`config.mk`:
```
export PLATFORM = sky130hd
export DESIGN_NAME = voxel_ray_traversal
export DESIGN_NICKNAME = d
export VERILOG_FILES = /design/src/vrt_pkg.sv /design/src/vrt_arith.sv /design/src/voxel_ray_traversal.sv
export SDC_FILE = /design/constraint.sdc
export NUM_CORES = 2
export LEC_CHECK = 0
export BUFFER_PORTS_ARGS = -buffer_cell sky130_fd_sc_hd__buf_2
export CAP_MARGIN = 30
export CORE_UTILIZATION = 58
export CTS_CLUSTER_DIAMETER = 120
export DETAILED_ROUTE_END_ITERATION = 8
export PLACE_DENSITY = 0.91
export REMOVE_ABC_BUFFERS = 1
export SYNTH_ARGS = -nofsm -noshare
export SYNTH_HDL_FRONTEND = slang
export SYNTH_HIERARCHICAL = 1
export SYNTH_SLANG_ARGS = --single-unit
```
`constraint.sdc`:
```
create_clock -name i_clk -period 11 [get_ports i_clk]
set_clock_uncertainty 0.15 [all_clocks]
set_input_delay 0.55 -clock i_clk [delete_from_list [all_inputs] [get_ports i_clk]]
set_output_delay 0.55 -clock i_clk [all_outputs]
set_load 0.05 [all_outputs]
```
`src/vrt_pkg.sv`:
```
// ----------------------------------------------------------------------------
// vrt_pkg
// Shared types and codes for the voxel ray traversal block.
// ----------------------------------------------------------------------------
package vrt_pkg;

    // Command codes of an input item
    localparam logic CMD_START  = 1'b0;
    localparam logic CMD_ANSWER = 1'b1;

    // Result kinds
    localparam logic [1:0] KIND_QUERY = 2'd0;
    localparam logic [1:0] KIND_HIT   = 2'd1;
    localparam logic [1:0] KIND_MISS  = 2'd2;

    // Step sign codes (same coding as a 2-bit signed unit)
    localparam logic [1:0] STEP_NONE = 2'd0;
    localparam logic [1:0] STEP_POS  = 2'd1;
    localparam logic [1:0] STEP_NEG  = 2'd3;

    // Axis codes: none (origin cell) and z
    localparam logic [1:0] AXIS_NONE = 2'd3;
    localparam logic [1:0] AXIS_Z    = 2'd2;

    // Saturated (infinite) distance
    localparam logic [31:0] INF32 = 32'hFFFF_FFFF;

    // Sequencer states
    typedef enum logic [3:0] {
        S_IDLE,
        S_SQUARE,
        S_ACC,
        S_ROOT,
        S_ROOT_WAIT,
        S_AXIS,
        S_SPC_WAIT,
        S_FMUL,
        S_FDIV,
        S_FDIV_WAIT,
        S_NEXT
    } t_state;

    // Operations of the shared divide / root unit
    typedef enum logic {
        OP_DIV,
        OP_SQRT
    } t_op;

    // Request to the shared unit
    typedef struct packed {
        logic start;
        t_op  op;
    } t_arith_req;

endpackage

```
`src/vrt_arith.sv`:
```
// ----------------------------------------------------------------------------
// vrt_arith
// Shared bit-serial unit: 64/32 restoring divide (one quotient bit a cycle)
// or 64-bit floor square root (one root bit a cycle).
// ----------------------------------------------------------------------------
module vrt_arith (
    input  logic                i_clk,
    input  logic                i_rst_n,
    input  vrt_pkg::t_arith_req i_req,
    input  logic [63:0]         i_a,
    input  logic [31:0]         i_b,
    output logic                o_done,
    output logic [63:0]         o_result
);
    import vrt_pkg::*;

    logic        r_busy;
    logic        r_done;
    t_op         r_op;
    logic [6:0]  r_cnt;
    logic [63:0] r_num;
    logic [34:0] r_rem;
    logic [63:0] r_quo;
    logic [31:0] r_div;

    logic [34:0] rem_sh;
    logic [34:0] trial;
    logic        ge;
    logic [34:0] n_rem;

    // One step of the selected recurrence
    always_comb begin
        if (r_op == OP_SQRT) begin
            rem_sh = {r_rem[32:0], r_num[63:62]};
            trial  = {1'b0, r_quo[31:0], 2'b01};
        end else begin
            rem_sh = {1'b0, r_rem[32:0], r_num[63]};
            trial  = {3'b000, r_div};
        end
        ge    = (rem_sh >= trial);
        n_rem = ge ? (rem_sh - trial) : rem_sh;
    end

    // Control: count steps and flag completion
    always_ff @(posedge i_clk) begin
        if (!i_rst_n) begin
            r_busy <= 1'b0;
            r_done <= 1'b0;
            r_cnt  <= '0;
        end else begin
            r_done <= 1'b0;
            if (i_req.start) begin
                r_busy <= 1'b1;
                r_cnt  <= (i_req.op == OP_SQRT) ? 7'd31 : 7'd63;
            end else if (r_busy) begin
                r_cnt <= r_cnt - 7'd1;
                if (r_cnt == 7'd0) begin
                    r_busy <= 1'b0;
                    r_done <= 1'b1;
                end
            end
        end
    end

    // Datapath: load operands, then shift one digit per cycle
    always_ff @(posedge i_clk) begin
        if (i_req.start) begin
            r_op  <= i_req.op;
            r_num <= i_a;
            r_div <= i_b;
            r_rem <= '0;
            r_quo <= '0;
        end else if (r_busy) begin
            r_num <= (r_op == OP_SQRT) ? {r_num[61:0], 2'b00} : {r_num[62:0], 1'b0};
            r_rem <= n_rem;
            r_quo <= {r_quo[62:0], ge};
        end
    end

    assign o_done   = r_done;
    assign o_result = r_quo;

endmodule

```
`src/voxel_ray_traversal.sv`:
```
// ----------------------------------------------------------------------------
// voxel_ray_traversal
// Amanatides-Woo walk of a ray through unit cells, with cell contents fetched
// through query / answer items.
// ----------------------------------------------------------------------------
// Block-id answer: result registered in the cycle after the item; one per cycle
//   while the output is not stalled. Start command: set up on the shared
//   bit-serial unit (a 32-step root and six 64-step divides; an axis that does
//   not move skips its two divides); a zero direction misses in the cycle after the item.
// No item is taken while a start is being set up.
// Reset (synchronous, active low) clears the sequencer, the active flag and
//   the output valid; the last crossed axis returns to the origin-cell code.
// ----------------------------------------------------------------------------
module voxel_ray_traversal #(
    parameter int FRAC_BITS = 16,
    parameter int CELL_BITS = 16
) (
    input  logic               i_clk,
    input  logic               i_rst_n,
    input  logic               i_valid,
    output logic               o_stall,
    input  logic               i_command,
    input  logic signed [31:0] i_origin_x,
    input  logic signed [31:0] i_origin_y,
    input  logic signed [31:0] i_origin_z,
    input  logic signed [31:0] i_dir_x,
    input  logic signed [31:0] i_dir_y,
    input  logic signed [31:0] i_dir_z,
    input  logic [30:0]        i_max_distance,
    input  logic [15:0]        i_block_id,
    output logic               o_valid,
    input  logic               i_stall,
    output logic [1:0]         o_kind,
    output logic signed [15:0] o_cell_x,
    output logic signed [15:0] o_cell_y,
    output logic signed [15:0] o_cell_z,
    output logic signed [1:0]  o_normal_x,
    output logic signed [1:0]  o_normal_y,
    output logic signed [1:0]  o_normal_z,
    output logic [30:0]        o_hit_distance
);
    import vrt_pkg::*;

    // Control state
    t_state r_state, n_state;
    logic   r_active;
    logic   r_out_valid;
    logic [1:0] r_last_axis;
    logic [1:0] r_ax;

    // Ray state
    logic signed [CELL_BITS-1:0] r_cell [3];
    logic [1:0]            r_step [3];
    logic [31:0]           r_next [3];
    logic [31:0]           r_space [3];
    logic [31:0]           r_limit;
    logic [31:0]           r_entry;

    // Setup working registers
    logic [31:0]           r_mag [3];
    logic                  r_neg [3];
    logic [FRAC_BITS-1:0]  r_frac [3];
    logic [63:0]           r_sum;
    logic [63:0]           r_prod;
    logic [31:0]           r_len;

    // Output register
    logic [1:0]                  r_o_kind;
    logic signed [15:0]          r_o_cell [3];
    logic signed [1:0]           r_o_normal [3];
    logic [30:0]                 r_o_dist;

    // Shared unit and multiplier operands
    t_arith_req  arith_req;
    logic [63:0] arith_a;
    logic        arith_done;
    logic [63:0] arith_res;
    logic [31:0] arith_sat;
    logic [31:0] mul_a;
    logic [31:0] mul_b;
    logic [31:0] f_val;

    // Handshake
    logic in_acc;
    logic is_start;
    logic dir_zero;

    // Answer path
    logic [1:0]  ans_ax;
    logic [31:0] ans_t;
    logic [32:0] ans_sum;
    logic        ans_miss;
    logic        ans_hit;

    // Result to load
    logic                        res_valid;
    logic [1:0]                  res_kind;
    logic                        res_use_cell;
    logic signed [CELL_BITS-1:0] res_cell [3];
    logic signed [1:0]           res_normal [3];
    logic [30:0]                 res_dist;

    vrt_arith u_arith (
        .i_clk    (i_clk),
        .i_rst_n  (i_rst_n),
        .i_req    (arith_req),
        .i_a      (arith_a),
        .i_b      (r_mag[r_ax]),
        .o_done   (arith_done),
        .o_result (arith_res)
    );

    assign arith_sat = (arith_res[63:32] != 32'd0) ? INF32 : arith_res[31:0];

    // Take an item only when idle and the output register can move
    assign o_stall  = (r_state != S_IDLE) || (r_out_valid && i_stall);
    assign in_acc   = i_valid && !o_stall;
    assign is_start = (i_command == CMD_START);
    assign dir_zero = (i_dir_x == 32'sd0) && (i_dir_y == 32'sd0) && (i_dir_z == 32'sd0);

    // Pick the nearest boundary, ties to x then y
    always_comb begin
        ans_ax = 2'd0;
        if (r_next[1] < r_next[0]) begin
            ans_ax = (r_next[2] < r_next[1]) ? 2'd2 : 2'd1;
        end else if (r_next[2] < r_next[0]) begin
            ans_ax = 2'd2;
        end
        ans_t    = r_next[ans_ax];
        ans_sum  = {1'b0, ans_t} + {1'b0, r_space[ans_ax]};
        ans_miss = (ans_t > r_limit);
        ans_hit  = (i_block_id != 16'd0);
    end

    // Build the result of this cycle
    always_comb begin
        res_valid    = 1'b0;
        res_kind     = KIND_QUERY;
        res_use_cell = 1'b0;
        res_dist     = '0;
        for (int a = 0; a < 3; a++) begin
            res_cell[a]   = r_cell[a];
            res_normal[a] = 2'sd0;
        end
        if (r_state == S_IDLE && in_acc) begin
            if (is_start) begin
                if (dir_zero) begin
                    res_valid = 1'b1;
                    res_kind  = KIND_MISS;
                end
            end else if (r_active) begin
                res_valid = 1'b1;
                if (ans_hit) begin
                    res_kind     = KIND_HIT;
                    res_use_cell = 1'b1;
                    res_dist     = r_entry[30:0];
                    if (r_last_axis != AXIS_NONE) begin
                        res_normal[r_last_axis] = $signed(2'(-r_step[r_last_axis]));
                    end
                end else if (ans_miss) begin
                    res_kind = KIND_MISS;
                end else begin
                    res_kind     = KIND_QUERY;
                    res_use_cell = 1'b1;
                    if (r_step[ans_ax] == STEP_POS) begin
                        res_cell[ans_ax] = r_cell[ans_ax] + $signed(CELL_BITS'(1));
                    end else if (r_step[ans_ax] == STEP_NEG) begin
                        res_cell[ans_ax] = r_cell[ans_ax] - $signed(CELL_BITS'(1));
                    end
                end
            end
        end else if (r_state == S_NEXT && r_ax == AXIS_Z) begin
            res_valid    = 1'b1;
            res_kind     = KIND_QUERY;
            res_use_cell = 1'b1;
        end
    end

    // Sequencer: next state
    always_comb begin
        n_state = r_state;
        unique case (r_state)
            S_IDLE: begin
                if (in_acc && is_start && !dir_zero) n_state = S_SQUARE;
            end
            S_SQUARE:    n_state = S_ACC;
            S_ACC:       n_state = (r_ax == AXIS_Z) ? S_ROOT : S_SQUARE;
            S_ROOT:      n_state = S_ROOT_WAIT;
            S_ROOT_WAIT: begin
                if (arith_done) n_state = S_AXIS;
            end
            S_AXIS:      n_state = (r_mag[r_ax] == 32'd0) ? S_NEXT : S_SPC_WAIT;
            S_SPC_WAIT: begin
                if (arith_done) n_state = S_FMUL;
            end
            S_FMUL:      n_state = S_FDIV;
            S_FDIV:      n_state = S_FDIV_WAIT;
            S_FDIV_WAIT: begin
                if (arith_done) n_state = S_NEXT;
            end
            S_NEXT:      n_state = (r_ax == AXIS_Z) ? S_IDLE : S_AXIS;
            default:     n_state = S_IDLE;
        endcase
    end

    // Sequencer: drive the shared unit and the multiplier
    always_comb begin
        arith_req.start = 1'b0;
        arith_req.op    = OP_DIV;
        arith_a         = r_prod;
        f_val = r_neg[r_ax] ? 32'(r_frac[r_ax])
                            : (32'd1 << FRAC_BITS) - 32'(r_frac[r_ax]);
        mul_a = r_mag[r_ax];
        mul_b = r_mag[r_ax];
        unique case (r_state)
            S_ROOT: begin
                arith_req.start = 1'b1;
                arith_req.op    = OP_SQRT;
                arith_a         = r_sum;
            end
            S_AXIS: begin
                arith_req.start = (r_mag[r_ax] != 32'd0);
                arith_a         = 64'(r_len) << FRAC_BITS;
            end
            S_FMUL: begin
                mul_a = f_val;
                mul_b = r_len;
            end
            S_FDIV: begin
                arith_req.start = 1'b1;
            end
            default: begin
                arith_req.start = 1'b0;
            end
        endcase
    end

    // Control registers
    always_ff @(posedge i_clk) begin
        if (!i_rst_n) begin
            r_state     <= S_IDLE;
            r_active    <= 1'b0;
            r_out_valid <= 1'b0;
            r_last_axis <= AXIS_NONE;
            r_ax        <= '0;
        end else begin
            r_state <= n_state;
            if (res_valid) begin
                r_out_valid <= 1'b1;
            end else if (!i_stall) begin
                r_out_valid <= 1'b0;
            end
            if (r_state == S_IDLE && in_acc) begin
                if (is_start) begin
                    r_active    <= 1'b0;
                    r_last_axis <= AXIS_NONE;
                    r_ax        <= '0;
                end else if (r_active) begin
                    if (ans_hit || ans_miss) begin
                        r_active <= 1'b0;
                    end else begin
                        r_last_axis <= ans_ax;
                    end
                end
            end
            // Step the axis counter through setup
            if (r_state == S_ACC) begin
                r_ax <= (r_ax == AXIS_Z) ? 2'd0 : r_ax + 2'd1;
            end
            if (r_state == S_NEXT) begin
                if (r_ax == AXIS_Z) begin
                    r_active <= 1'b1;
                end else begin
                    r_ax <= r_ax + 2'd1;
                end
            end
        end
    end

    // Ray and setup payload
    always_ff @(posedge i_clk) begin
        if (r_state == S_IDLE && in_acc) begin
            if (is_start) begin
                r_mag[0]  <= i_dir_x[31] ? 32'(-i_dir_x) : 32'(i_dir_x);
                r_mag[1]  <= i_dir_y[31] ? 32'(-i_dir_y) : 32'(i_dir_y);
                r_mag[2]  <= i_dir_z[31] ? 32'(-i_dir_z) : 32'(i_dir_z);
                r_neg[0]  <= i_dir_x[31];
                r_neg[1]  <= i_dir_y[31];
                r_neg[2]  <= i_dir_z[31];
                r_frac[0] <= i_origin_x[FRAC_BITS-1:0];
                r_frac[1] <= i_origin_y[FRAC_BITS-1:0];
                r_frac[2] <= i_origin_z[FRAC_BITS-1:0];
                r_cell[0] <= CELL_BITS'(i_origin_x >>> FRAC_BITS);
                r_cell[1] <= CELL_BITS'(i_origin_y >>> FRAC_BITS);
                r_cell[2] <= CELL_BITS'(i_origin_z >>> FRAC_BITS);
                r_limit   <= {1'b0, i_max_distance};
                r_entry   <= '0;
                r_sum     <= '0;
            end else if (r_active && !ans_hit && !ans_miss) begin
                r_cell[ans_ax] <= res_cell[ans_ax];
                r_next[ans_ax] <= ans_sum[32] ? INF32 : ans_sum[31:0];
                r_entry        <= ans_t;
            end
        end
        // Multiply, one product per cycle in the square and scale states
        if (r_state == S_SQUARE || r_state == S_FMUL) begin
            r_prod <= 64'(mul_a) * 64'(mul_b);
        end
        if (r_state == S_ACC) begin
            r_sum <= r_sum + r_prod;
        end
        if (r_state == S_ROOT_WAIT && arith_done) begin
            r_len <= arith_res[31:0];
        end
        if (r_state == S_AXIS) begin
            if (r_mag[r_ax] == 32'd0) begin
                r_step[r_ax]  <= STEP_NONE;
                r_next[r_ax]  <= INF32;
                r_space[r_ax] <= INF32;
            end else begin
                r_step[r_ax] <= r_neg[r_ax] ? STEP_NEG : STEP_POS;
            end
        end
        if (r_state == S_SPC_WAIT && arith_done) begin
            r_space[r_ax] <= arith_sat;
        end
        if (r_state == S_FDIV_WAIT && arith_done) begin
            r_next[r_ax] <= arith_sat;
        end
    end

    // Output register
    always_ff @(posedge i_clk) begin
        if (res_valid) begin
            r_o_kind <= res_kind;
            r_o_dist <= res_dist;
            for (int a = 0; a < 3; a++) begin
                r_o_cell[a]   <= res_use_cell ? 16'(res_cell[a]) : 16'sd0;
                r_o_normal[a] <= res_normal[a];
            end
        end
    end

    assign o_valid        = r_out_valid;
    assign o_kind         = r_o_kind;
    assign o_cell_x       = r_o_cell[0];
    assign o_cell_y       = r_o_cell[1];
    assign o_cell_z       = r_o_cell[2];
    assign o_normal_x     = r_o_normal[0];
    assign o_normal_y     = r_o_normal[1];
    assign o_normal_z     = r_o_normal[2];
    assign o_hit_distance = r_o_dist;

`ifndef SYNTHESIS
    // The shared unit only finishes while the sequencer waits on it
    assert property (@(posedge i_clk) disable iff (!i_rst_n)
        arith_done |-> (r_state == S_ROOT_WAIT || r_state == S_SPC_WAIT ||
                        r_state == S_FDIV_WAIT))
        else $error("shared unit finished outside a wait state");

    // A pending miss never coexists with a live ray
    assert property (@(posedge i_clk) disable iff (!i_rst_n)
        (r_out_valid && r_o_kind == KIND_MISS) |-> !r_active)
        else $error("miss reported while a ray is still active");

    // The ray only ever crosses along an axis that moves
    assert property (@(posedge i_clk) disable iff (!i_rst_n)
        (r_active && r_last_axis != AXIS_NONE) |-> (r_step[r_last_axis] != STEP_NONE))
        else $error("crossed a boundary on a still axis");
`endif

endmodule

```
# After elaboration in Yosys (flattened, before gate mapping)

Memories as Yosys holds them, arrays and structs flattened. A register that Yosys moved wholly into a read port is not among the register bits.
Index checks and enable logic that the tools add are counted.

Add/sub/neg operators: 12
Multipliers: 1
Div/mod/pow operators: 0
$lt $le $gt $ge: 9
Equality and inequality tests: 23
Shifts and indexed selects: 0
Muxes and demuxes: 129
Bitwise gates (word level): 9
Reductions and logical operators: 44

Operators with widths:

| kind                | number |
|---|---|
| $mux W64            | 6 |
| $mux W32            | 11 |
| $mux W48            | 7 |
| $logic_not A32 Y1   | 4 |
| $pmux W64 S2        | 1 |
| $mux W16            | 7 |
| $bwmux W48          | 2 |
| $lt A32 B32 Y1      | 3 |
| $neg A32 Y32        | 3 |
| $add A64 B64 Y64    | 1 |
| $mul A32 B32 Y64    | 1 |
| $reduce_bool A32 Y1 | 2 |
| $mux W2             | 28 |
| $mux W1             | 44 |
| $pmux W4 S11        | 1 |
| $mux W6             | 6 |
| $ge A35 B34 Y1      | 1 |
| $mux W35            | 1 |
| $mux W34            | 1 |
| $add A32 B32 Y33    | 1 |
| $mux W33            | 1 |
| $sub A33 B33 Y33    | 1 |
| $bmux W16 S2        | 1 |
| $demux W16 S2       | 1 |
| other kinds (42)    | 92 |

Flip-flop bits (word level): 468
Latch bits: 0
RAM bits: 447
Bits in read-only memories: 0
Input bits: 244
Output and inout port bits: 89
Word-level logic and storage cells: 256
Memories: 9

Memory list:

| name            | depth | width | read ports | clocked after memory_dff | wr ports | line                      | text |
|---|---|---|---|---|---|---|---|
| r_mag           | 3     | 32    | 1          | 1                        | 3        | voxel_ray_traversal.sv:60 | `logic [31:0] r_mag [3];` |
| r_next          | 3     | 32    | 4          | 0                        | 1        | voxel_ray_traversal.sv:54 | `logic [31:0] r_next [3];` |
| r_space         | 3     | 32    | 1          | 0                        | 1        | voxel_ray_traversal.sv:55 | `logic [31:0] r_space [3];` |
| r_cell          | 3     | 16    | 4          | 0                        | 3        | voxel_ray_traversal.sv:52 | `logic signed [CELL_BITS-1:0] r_cell [3];` |
| r_frac          | 3     | 16    | 1          | 1                        | 3        | voxel_ray_traversal.sv:62 | `logic [FRAC_BITS-1:0] r_frac [3];` |
| r_o_cell        | 3     | 16    | 3          | 0                        | 3        | voxel_ray_traversal.sv:69 | `logic signed [15:0] r_o_cell [3];` |
| 3 more memories | n/a   | n/a   | n/a        | n/a                      | n/a      | n/a                       |  |

# Depth between registers and ports, before layout

An unclocked memory read counts as a cell.

Word-level depth: 21
Mapped depth: 45
Depth with buffers taken out: 41

# Hierarchy

The synthesis kept the hierarchy.

By module, submodules not included:

| module              | times used | cells an instance | area an instance (um^2) |
|---|---|---|---|
| voxel_ray_traversal | 1          | 7,411             | 71,940.2 |
| vrt_arith           | 1          | 1,063             | 10,737.8 |

# Least setup slack after synthesis

No wires, ideal clock.

Kind: register -> register
From: register (tool-made name)
To: register r_prod[62] (data pin)
Library setup time: 0.265 ns
Data arrival time: 10.922 ns
Data required time: 10.585 ns
Setup slack: -0.337 ns
Cell stages (with the launch flop): 45
Path buffers: 5
Clock period less this slack: 11.337 ns
Cell sequence: dfxtp_1 > clkbuf_1 > buf_1 > buf_1 > clkbuf_1 > mux2i_1 > nor2_1 > a21oi_1 > and4_1 > nand3_1 > o21ai_0 > xnor2_1 > nor2_1 > nor2_1 > clkbuf_1 > nor2_1 > fa_1 > inv_1 > [... 9 more ...] > inv_1 > fa_1 > inv_1 > ha_1 > a21o_1 > a21o_1 > a21o_1 > a21o_1 > a21o_1 > a2111oi_0 > o41ai_1 > o41a_1 > a41oi_1 > o21a_1 > o21ai_0 > a31oi_1 > o21ai_0 > xor2_1

RTL lines:

| element              | line                       | text |
|---|---|---|
| to (signal assigned) | voxel_ray_traversal.sv:307 | `r_prod <= 64'(mul_a) * 64'(mul_b);` |
| to (decl)            | voxel_ray_traversal.sv:64  | `logic [63:0] r_prod;` |

==> metrics.csv <==
metric,value,unit
status,completed,
fin_cells,11000,
routabilityCongestion,1.07,
tightest_slew,1.10,ns
min_path_type,input pin to flop,
io_pins,333,
yosys_most_used_dff,edfxtp_1,
setup_viol,0,
rows,138,
period_share,97.1,%
post_drt_wl_per_cell,25.0,um
vias_per_cell,6.24,
fin_tns_setup,0,ns
layout.nets,10700,
grt_max_degree,133,
netlist_area,0.0827,sq mm
wl,276000,um
reg2reg_depth,32,
cpMostUsedCell,fa_1,
multi_input_area,0.0507,sq mm
reg2reg_slack,0.32,ns
hold-path-cell-count,2,
max-cap-violations,0,
hold_start,i_dir_y[10],
critPathTopFamily,adder cells,
r2r_end,r_prod[62],
synthArstFlopShare,0,%
dieArea,0.144,sq mm
holdPathEnd,r_mag[1][10],
hold_viol_final,0,
dp_hpwl,206000,um
grt.total_usage,38.0,%
cts_root_buffer,clkbuf_16,
grt-ovfl-total,0,
ys_warn_count,6,
finalInstanceArea,0.0933,sq mm
detail-route-antenna-nets,0,
layout-drive-gt1-share,10.8,%
clk_latency,0.75,ns
critPathBufInv,5,
ys_types,97,
ys_seq_elements,917,
fillCellCount,10400,
syn_area_per_cell,9.76,sq um
die_h,380,um
slew_violations,0,
die_w,380,um
num_vias,68900,
drt_first_pass_iters,7,
required,11.32,ns
regArea,0.0264,sq mm
start_util,58.5,%
drc,0,
clk_pin_slew_worst_paths,0.06,ns
synth_edf_count,799,
rsz0062_at_grt,yes,
core-area,0.141,sq mm
critical_path_class,flop to flop,
antenna_found_initial,15,
crit_slowest_cell,nor2_1,
portBuffers,332,
path_max_fanout,31,
end_kind,flop,
drt_iter0_drc,8543,
critPathMaxStageDelay,0.65,ns
htree_levels,3,
cts_tree,yes,
postSynthCellCount,8474,
dp_cells,10600,
cp-start-kind,flop,
period_minus_slack,10.68,ns
arrival,11.00,ns
yosysSeqAreaShare,31.9,%
syn2layout_area_growth,12.9,%
maxSlewHeadroom,24.8,%
grt_pass1_vias,70900,
place_area,0.0879,sq mm
numCtsBuffers,94,
clkSinkCount,917,
grt_pass1_wl,416000,um
max_freq,0.0937,GHz
clockBufferDepth,3,
-- routing by layer --
metal	vias to the layer above	routed length [um]	GRT usage [%]
li1	29400	-	-
met1	33200	95400	45.3
met2	4880	124000	60.2
met3	1373	33800	11.0
met5	-	73	0
met4	10	22700	24.8
-- registers in the layout, indices dropped and copies added, names as in the netlist, 2 cells and up, named ones only --
signal and flops:
r_mag 96, r_next 96, r_space 96, r_prod 64, r_sum 64, u_arith/o_result 64, u_arith/r_num 64, r_cell 48
r_frac 48, r_o_cell 48, u_arith/r_rem 33, r_len 32, u_arith/r_div 32, o_hit_distance 31, r_entry 31, r_limit 31
u_arith/r_cnt 7, r_o_normal 6, r_step 6, r_state 4, r_neg 3, o_kind 2, r_last_axis 2
-- area by class of cell --
cell class	instances	share of cell area [%]
antenna	9	0.0241
clock buffer	119	2.77
clock inverter	58	0.722
inverter	1172	4.72
multi-input combinational	6015	54.3
sequential	917	28.2
tap	1890	2.53
timing repair buffer	851	6.67
-- kinds of logic (layout without fill, tap and decap cells) --
kind of cell	Yosys count	in the layout	share of synthesized area, %
AO/OA/AOI/OAI	1332	1332	10.7
XOR/XNOR	305	305	3.23
adder cells (fa/ha/maj)	1423	1423	29.7
buffers and inverters	1542	2200	7.06
flip-flops	917	917	31.9
multiplexers	269	269	3.32
other	0	9	0
AND/OR/NAND/NOR	2686	2686	14.1
-- cell usage after synthesis, drive strengths merged (53+ instances only) --
| cell | instances | area share, % |
|---|---|---|
| nand3 | 79 | 0.49 |
| mux2i | 229 | 2.8 |
| xor2 | 77 | 0.82 |
| clkbuf | 306 | 1.4 |
| dfxtp | 118 | 2.9 |
| nor2 | 898 | 4.1 |
| nand2b | 90 | 0.68 |
| nor4 | 53 | 0.43 |
| a31oi | 64 | 0.49 |
| xnor2 | 228 | 2.4 |
| nor3 | 65 | 0.41 |
| ha | 524 | 7.9 |
| a21o | 131 | 1.2 |
| and2 | 104 | 0.79 |
| o21a | 55 | 0.50 |
| inv | 1163 | 5.3 |
| buf | 64 | 0.35 |
| fa | 899 | 22 |
| nand2 | 1151 | 5.2 |
| edfxtp | 799 | 29 |
| a21oi | 318 | 1.9 |
| o21ai | 312 | 1.9 |
-- cells in the final DEF, fill, tap and decap left out, drive strengths merged, types with 46 or more instances in the layout --
cell type,netlist,routed
inv,1163,1173
nand2,1151,1151
fa,899,899
nor2,898,898
edfxtp,799,799
buf,64,667
ha,524,524
a21oi,318,318
o21ai,312,312
mux2i,229,229
xnor2,228,228
dlygate4sd3,0,182
a21o,131,131
clkbuf,306,120
dfxtp,118,118
and2,104,104
nand2b,90,90
nand3,79,79
xor2,77,77
nor3,65,65
a31oi,64,64
o21a,55,55
nor4,53,53
clkinv,9,46
-- worst register-to-register path: cells and delay by family, from the launching register on --
kind | cells | cell delay (ns)
xor gates and xnor gates | 1 | 0.09
adders and majority gates | 9 | 4.24
and+or+nand+nor | 6 | 1.60
AOI/OAI and AO/OA | 10 | 2.60
muxes | 1 | 0.31
DFF | 1 | 0.45
buffers and inverters | 5 | 0.95
-- through the flow --
stage	setup WS (ns)	util (%)	hold slack (ns)
5_1_grt	-0.0714	66.0	0.00924
2_1_floorplan	-7.50	-	0.287
3_5_place_dp	0.262	62.2	0.316
4_1_cts	0.162	65.8	0.00165
3_3_place_gp	0.371	62.1	0.308
6_report	0.323	66.0	0.0220
-- worst max path at each step --
stage                from          endpoint  slack (ns)  cells past startpoint
3_5_place_dp         flop        r_prod[62]        0.26                     40
5_1_grt              flop        r_prod[62]       -0.07                     40
3_3_place_gp         flop        r_prod[62]        0.37                     40
4_1_cts              flop        r_prod[62]        0.16                     40
6_report             flop        r_prod[62]        0.32                     32
2_1_floorplan  r_state[0]  u_arith/r_num[0]       -7.50                      5
-- timing repair --
action | in CTS | in global routing
resized for setup | 0 | 26
setup buffers | 0 | 10
hold buffers | 182 | 0
setup endpoints to repair | 0 | 20
endpoints found under the hold margin | 182 | 0
Power is not shown: default switching activity piles up to over one toggle a cycle in this logic, so the estimate is an artifact.
